--- config.mk ---
export PLATFORM = sky130hd
export DESIGN_NAME = htfoi_ctrl
export DESIGN_NICKNAME = d
export VERILOG_FILES = /design/src/hw/rtl/htfoi_pkg.sv /design/src/hw/rtl/htfoi_ctrl.sv
export SDC_FILE = /design/constraint.sdc
export NUM_CORES = 1
export LEC_CHECK = 0
export BUFFER_PORTS_ARGS = -buffer_cell sky130_fd_sc_hd__buf_2
export CAP_MARGIN = 10
export CORE_AREA = 5 5 42 44
export CTS_CLUSTER_DIAMETER = 150
export DETAILED_ROUTE_END_ITERATION = 10
export DIE_AREA = 0 0 47 49
export GPL_TIMING_DRIVEN = 0
export SLEW_MARGIN = 20
export SYNTH_ARGS = -nofsm -noshare
export SYNTH_HDL_FRONTEND = slang
export SYNTH_SLANG_ARGS = --single-unit
--- constraint.sdc ---
create_clock -name aclk -period 4.2 [get_ports aclk]
set_clock_uncertainty 0.15 [all_clocks]
set_input_delay 0.21 -clock aclk [delete_from_list [all_inputs] [get_ports aclk]]
set_output_delay 0.21 -clock aclk [all_outputs]
set_load 0.01 [all_outputs]
--- src/hw/rtl/htfoi_pkg.sv ---
// Shared constants, codes and controller/datapath interface types for the hash table.
package htfoi_pkg;

    localparam int TABLE_DEPTH = 1024;
    localparam int SLOT_W      = 10;
    localparam int KEY_W       = 64;

    localparam logic [63:0] MIX_MULT  = 64'hff51afd7ed558ccd;
    localparam int          MIX_SHIFT = 33;

    localparam logic OP_FIND_INSERT = 1'b0;
    localparam logic OP_CLEAR       = 1'b1;

    localparam logic [1:0] RES_CLEAR  = 2'd0;
    localparam logic [1:0] RES_FOUND  = 2'd1;
    localparam logic [1:0] RES_INSERT = 2'd2;
    localparam logic [1:0] RES_FULL   = 2'd3;

    typedef struct packed {
        logic       capture;
        logic       hash_start;
        logic       load_home;
        logic       probe_next;
        logic       sweep_step;
        logic       write_insert;
        logic       load_out;
        logic [1:0] out_kind;
    } cmd_t;

    typedef struct packed {
        logic hash_done;
        logic slot_valid;
        logic key_match;
        logic probe_last;
        logic sweep_last;
    } sts_t;

endpackage

--- src/hw/rtl/htfoi_ctrl.sv ---
// Controller state machine: request sequencing, probe decisions, result handshake.
module htfoi_ctrl (
    input  logic            aclk,
    input  logic            aresetn,
    input  logic            s_tvalid,
    output logic            s_tready,
    input  logic            in_op,
    input  logic            m_tready,
    output logic            m_tvalid,
    output htfoi_pkg::cmd_t cmd,
    input  htfoi_pkg::sts_t sts
);

    localparam logic [2:0] S_INIT     = 3'd0;
    localparam logic [2:0] S_IDLE     = 3'd1;
    localparam logic [2:0] S_HASH     = 3'd2;
    localparam logic [2:0] S_RD       = 3'd3;
    localparam logic [2:0] S_CHK      = 3'd4;
    localparam logic [2:0] S_CLR      = 3'd5;
    localparam logic [2:0] S_CLR_DONE = 3'd6;

    logic [2:0] state_reg;
    logic [2:0] state_next;
    logic       m_tvalid_reg;
    logic       out_free;
    logic       accept;

    assign s_tready = state_reg == S_IDLE;
    assign accept   = s_tvalid && s_tready;
    assign out_free = !m_tvalid_reg || m_tready;

    always_comb begin
        state_next = state_reg;
        cmd        = '0;
        case (state_reg)
            S_INIT: begin
                cmd.sweep_step = 1'b1;
                if (sts.sweep_last) begin
                    state_next = S_IDLE;
                end
            end
            S_IDLE: begin
                if (accept) begin
                    cmd.capture = 1'b1;
                    if (in_op == htfoi_pkg::OP_CLEAR) begin
                        state_next = S_CLR;
                    end else begin
                        cmd.hash_start = 1'b1;
                        state_next     = S_HASH;
                    end
                end
            end
            S_HASH: begin
                if (sts.hash_done) begin
                    cmd.load_home = 1'b1;
                    state_next    = S_RD;
                end
            end
            S_RD: begin
                state_next = S_CHK;
            end
            S_CHK: begin
                if (!sts.slot_valid) begin
                    cmd.out_kind = htfoi_pkg::RES_INSERT;
                    if (out_free) begin
                        cmd.write_insert = 1'b1;
                        cmd.load_out     = 1'b1;
                        state_next       = S_IDLE;
                    end
                end else if (sts.key_match) begin
                    cmd.out_kind = htfoi_pkg::RES_FOUND;
                    if (out_free) begin
                        cmd.load_out = 1'b1;
                        state_next   = S_IDLE;
                    end
                end else if (sts.probe_last) begin
                    cmd.out_kind = htfoi_pkg::RES_FULL;
                    if (out_free) begin
                        cmd.load_out = 1'b1;
                        state_next   = S_IDLE;
                    end
                end else begin
                    cmd.probe_next = 1'b1;
                    state_next     = S_RD;
                end
            end
            S_CLR: begin
                cmd.sweep_step = 1'b1;
                if (sts.sweep_last) begin
                    state_next = S_CLR_DONE;
                end
            end
            S_CLR_DONE: begin
                cmd.out_kind = htfoi_pkg::RES_CLEAR;
                if (out_free) begin
                    cmd.load_out = 1'b1;
                    state_next   = S_IDLE;
                end
            end
            default: begin
                state_next = S_INIT;
            end
        endcase
    end

    always_ff @(posedge aclk) begin
        if (!aresetn) begin
            state_reg    <= S_INIT;
            m_tvalid_reg <= 1'b0;
        end else begin
            state_reg <= state_next;
            if (cmd.load_out) begin
                m_tvalid_reg <= 1'b1;
            end else if (m_tready) begin
                m_tvalid_reg <= 1'b0;
            end
        end
    end

    assign m_tvalid = m_tvalid_reg;

endmodule

**Yosys cells after proc, flatten, opt, wreduce, memory -nomap -nowiden**

Index checks and enable logic that the tools add are counted.
Widths: inputs -> output; s select.

- Word-level logic and storage cells: 49
- Register bits: 4
- Input bits: 10

- Muxes and demuxes: 30
- Equal/unequal tests: 10
- Reductions and logical operators: 7

Operators with widths:

| cell | count |
|---|---|
| $mux 3 | 12 |
| $pmux 3 s7 | 1 |
| $mux 1 | 13 |
| $eq 3x3->1 const B | 3 |
| $eq 3x2->1 const B | 2 |
| $mux 2 | 3 |
| $ne 2x2->1 const B | 3 |
| $pmux 3 s2 | 1 |
| $reduce_and 4->1 | 1 |
| $eq 3x1->1 const B | 1 |
| $logic_not 3->1 | 1 |
| $ne 2x1->1 const B | 1 |
| $reduce_bool 2->1 | 1 |
| $reduce_or 2->1 | 1 |
| $logic_and 1x1->1 | 1 |
| $logic_not 1->1 | 1 |
| $logic_or 1x1->1 | 1 |

**Logic depth before layout (Yosys ltp)**

- Word-level depth: 8
- Gate-level depth with buffers: 5
- Depth with buffers taken out: 4

**Least setup slack after synthesis**

OpenSTA, ideal clock, no wires.

- Kind: register -> output
- Start: reg state_reg[0]
- End: out cmd[7] in the netlist's numbering
- Stages on the path, launching flop included: 6
- Slack: 2.655 ns
- Data arrival time: 1.185 ns
- Cells stage by stage: dfxtp_1 > buf_2 > nand2b_1 > nor2_1 > and2_1 > nor2b_1

RTL lines:

| what | line | source |
|---|---|---|
| from (decl) | htfoi_ctrl.sv:22 | `logic [2:0] state_reg;` |
| from (signal assigned) | htfoi_ctrl.sv:111 | `state_reg <= state_next;` |
| to (decl) | htfoi_ctrl.sv:10 | `output htfoi_pkg::cmd_t cmd,` |

==> results.sh <==
export IMPL_yosys_cell_count_top_type="sky130_fd_sc_hd__nand2b_1"
export IMPL_vias=459
export IMPL_routedWlPerCell_um=10.7
export IMPL_synth_compound_area_share=0.210
export IMPL_synth_enable_flop_cells=0
export IMPL_ys_seq_area_frac=0.201
export IMPL_detailedRoute_firstIterationViolations=14
export IMPL_die_area_um2=2300
export IMPL_htree_levels=1
export IMPL_numCtsBuffers=3
export IMPL_clkSinkCount=4
export IMPL_synth_top_cell_area_share=0.201
export IMPL_pwr_density_cell_nw_per_um2=299
export IMPL_std_cell_rows=14
export IMPL_post_route_cells_drive_above_1_share=0.403
export IMPL_combinational_family_with_the_most_area_after_synthesis="simple AND/OR/NAND/NOR gates"
export IMPL_cts_root_buffer="sky130_fd_sc_hd__clkbuf_4"
export IMPL_regToRegSetupSlack_ns=2.64
export IMPL_insertedDiodeCount=0
export IMPL_place_gp_congestion=0.780
export IMPL_post_synth_top_area_cell="sky130_fd_sc_hd__dfxtp_1"
export IMPL_floorplan_die_height_um=49
export IMPL_hold_path_class="input pin to register"
export IMPL_ant_nets=0
export IMPL_synth_cells=54
export IMPL_peak_ir_drop_on_the_vdd_network_uv=203
export IMPL_number_of_filler_cells_placed_in_the_layout=165
export IMPL_grt_overflow_total=0
export IMPL_antenna_violations_before_repair=0
export IMPL_post_synthesis_mux_area_share=0
export IMPL_die_width_um=47
export IMPL_post_syn_area_per_cell_um2=7.39
export IMPL_finalSetupViolations=0
export IMPL_synth_adder_area_share=0
export IMPL_cts_clk_slew_worst_paths_ns=0.04
export IMPL_core_um2=1400
export IMPL_grt_use_total=0.0914
export IMPL_cp_arrival_ns=1.58
export IMPL_worst_path_largest_cell_delay_ns=0.56
export IMPL_min_delay_path_depth=2
export IMPL_grt_start_max_net_pins=11
export IMPL_synth_top_flop_cell="sky130_fd_sc_hd__dfxtp_1"
export IMPL_fin_setup_tns_ns=0
export IMPL_design_final_nets=89
export IMPL_max_cap_violations=0
export IMPL_yosys_top_cells_count="sky130_fd_sc_hd__nand2b_1 (5), sky130_fd_sc_hd__dfxtp_1 (4), sky130_fd_sc_hd__nor2_1 (4), sky130_fd_sc_hd__nor2b_1 (4)"
export IMPL_detail_route_vias_per_cell=4.94
export IMPL_synth_nets=64
export IMPL_synth_warnings=0
export IMPL_clock_latency_ns=0.23
export IMPL_final_min_period_over_clock_period=0.462
export IMPL_regToRegStartpoint="state_reg[1]"
export IMPL_detail_route_drc_violations=0
export IMPL_timing_worst_slew_pin_value_ns=0.244
export IMPL_timing_hold_worst_start="aresetn"
export IMPL_end_kind="output pin"
export IMPL_first_global_vias=380
export IMPL_detailedPlacementHpwl_um=803
export IMPL_crit_fanout=6
export IMPL_io_buffers=20
export IMPL_run_status="finished, final reports clean"
export IMPL_ctsLongestPathBuffers=2
export IMPL_grt_setup_unrepaired="no"
export IMPL_post_cts_setup_buffer_count=0
export IMPL_synthArstFlopShare=0
export IMPL_postSynthRegisterBits=4
export IMPL_worstReg2RegEnd="state_reg[1]"
export IMPL_netlist_cell_type_count=31
export IMPL_finalMaxSlewViolations=0
export IMPL_syn_cell_area_um2=399
export IMPL_cp_data_required_time_ns=3.84
export IMPL_crit_path_cell_trace="or4b_4 -> nor2b_1 -> and2_1 -> buf_2"
export IMPL_slew_headroom=0.835
export IMPL_area_growth_synth_to_final_pct=35.7
export IMPL_largest_register_ff_count=3
export IMPL_drt_pre_antenna_iters=4
export IMPL_design_portCount=21
export IMPL_max_clock_freq_mhz=515
export IMPL_synth_xor_area_frac=0.0219
export IMPL_final_period_minus_worst_setup_slack_ns=1.94
export IMPL_synth_simple_area_share=0.505
export IMPL_reg2regPathDepth=4
export IMPL_tritoncts="done"
export IMPL_layout_core_utilization=0.387
export IMPL_ys_top_cells_by_area="sky130_fd_sc_hd__dfxtp_1 (20%), sky130_fd_sc_hd__nand2b_1 (7.8%), sky130_fd_sc_hd__nor2b_1 (6.3%), sky130_fd_sc_hd__a21oi_1 (3.8%), sky130_fd_sc_hd__nor3_1 (3.8%)"
export IMPL_finalHoldViolCount=0
export IMPL_cellLeakagePower_nw=0.259
export IMPL_worst_hold_end="m_tvalid"
export IMPL_post_cts_hold_buffer_count=0
export IMPL_resized_gates_after_cts=0
export IMPL_worstSetupPathType="register to output pin"
export IMPL_initial_core_util=0.285
export IMPL_grt_first_pass_wirelength_um=1590
export IMPL_cp_start_kind="register"
export IMPL_wirelength_um=998
export IMPL_slowest_cell_on_the_critical_path="sky130_fd_sc_hd__or4b_4"
metrics by stage:
| stage | instances | hold slack (ns) | worst slack [ns] | cell area [um2] | power, mW |
|---|---|---|---|---|---|
| floorplan | 54 | 0.178 | 2.66 | 399 | 0.0940 |
| global placement | 90 | 0.309 | 2.49 | 519 | 0.117 |
| detailed placement | 90 | 0.300 | 2.50 | 519 | 0.116 |
| CTS | 93 | 0.0596 | 2.24 | 542 | 0.166 |
| global route | 93 | 0.0580 | 2.19 | 542 | 0.178 |
| finish | 93 | 0.0631 | 2.26 | 542 | 0.162 |
layout by cell type (no fill, tap or decap), drive strengths merged, types with 2 or more instances in the layout:
cell type,Yosys,final
a211oi,2,2
a21oi,3,3
and2,2,2
buf,3,23
clkbuf,0,3
dfxtp,4,4
inv,2,2
nand2,3,3
nand2b,6,6
nor2,5,5
nor2b,4,4
nor3,3,3
o21ai,2,2
critical path: cells and delay by family, from the launching register on:
kind | cells | cell delay [ns]
buf+inv | 1 | 0.13
flops | 1 | 0.35
simple gates | 3 | 0.87
where the power goes:
| group | switching [mW] | internal, mW |
|---|---|---|
| logic | 0.0384 | 0.0313 |
| registers | 0.00312 | 0.0422 |
| clock network | 0.0152 | 0.0319 |
| total | 0.0567 | 0.105 |
layout make-up:
| cell class | count | area (um2) | share of cell area |
|---|---|---|---|
| timing repair buffer | 20 | 100 | 0.185 |
| tap | 16 | 20.0 | 0.0370 |
| buffer | 3 | 17.5 | 0.0323 |
| inverter | 2 | 7.51 | 0.0139 |
| sequential | 4 | 80.1 | 0.148 |
| multi-input combinational | 45 | 294 | 0.543 |
| clock buffer | 3 | 22.5 | 0.0416 |
cell families (layout without fill, tap and decap cells):
kind of cell,Yosys count,after routing
buffers and inverters,5,28
DFF,4,4
and+or+nand+nor,32,32
xor gates and xnor gates,1,1
AOI/OAI and AO/OA,12,12
worst max path at each step:
stage / startpoint / to / slack [ns]
CTS: state_reg[1] / cmd[2] / 2.24
global placement: state_reg[1] / cmd[2] / 2.49
global route: state_reg[1] / cmd[2] / 2.19
floorplan: state_reg[0] / cmd[7] / 2.66
detailed placement: state_reg[1] / cmd[2] / 2.50
finish: state_reg[1] / cmd[2] / 2.26
routing by layer:
metal | part of all wire | up-vias | track usage | wire, um
met5 | 0 | - | 0 | 0
met4 | 0 | 0 | 0.0138 | 0
met3 | 0.10 | 0 | 0.0554 | 100
met2 | 0.41 | 19 | 0.109 | 409
met1 | 0.49 | 199 | 0.140 | 488
li1 | - | 241 | - | -
No activity file was read; power rests on OpenSTA's default activity.
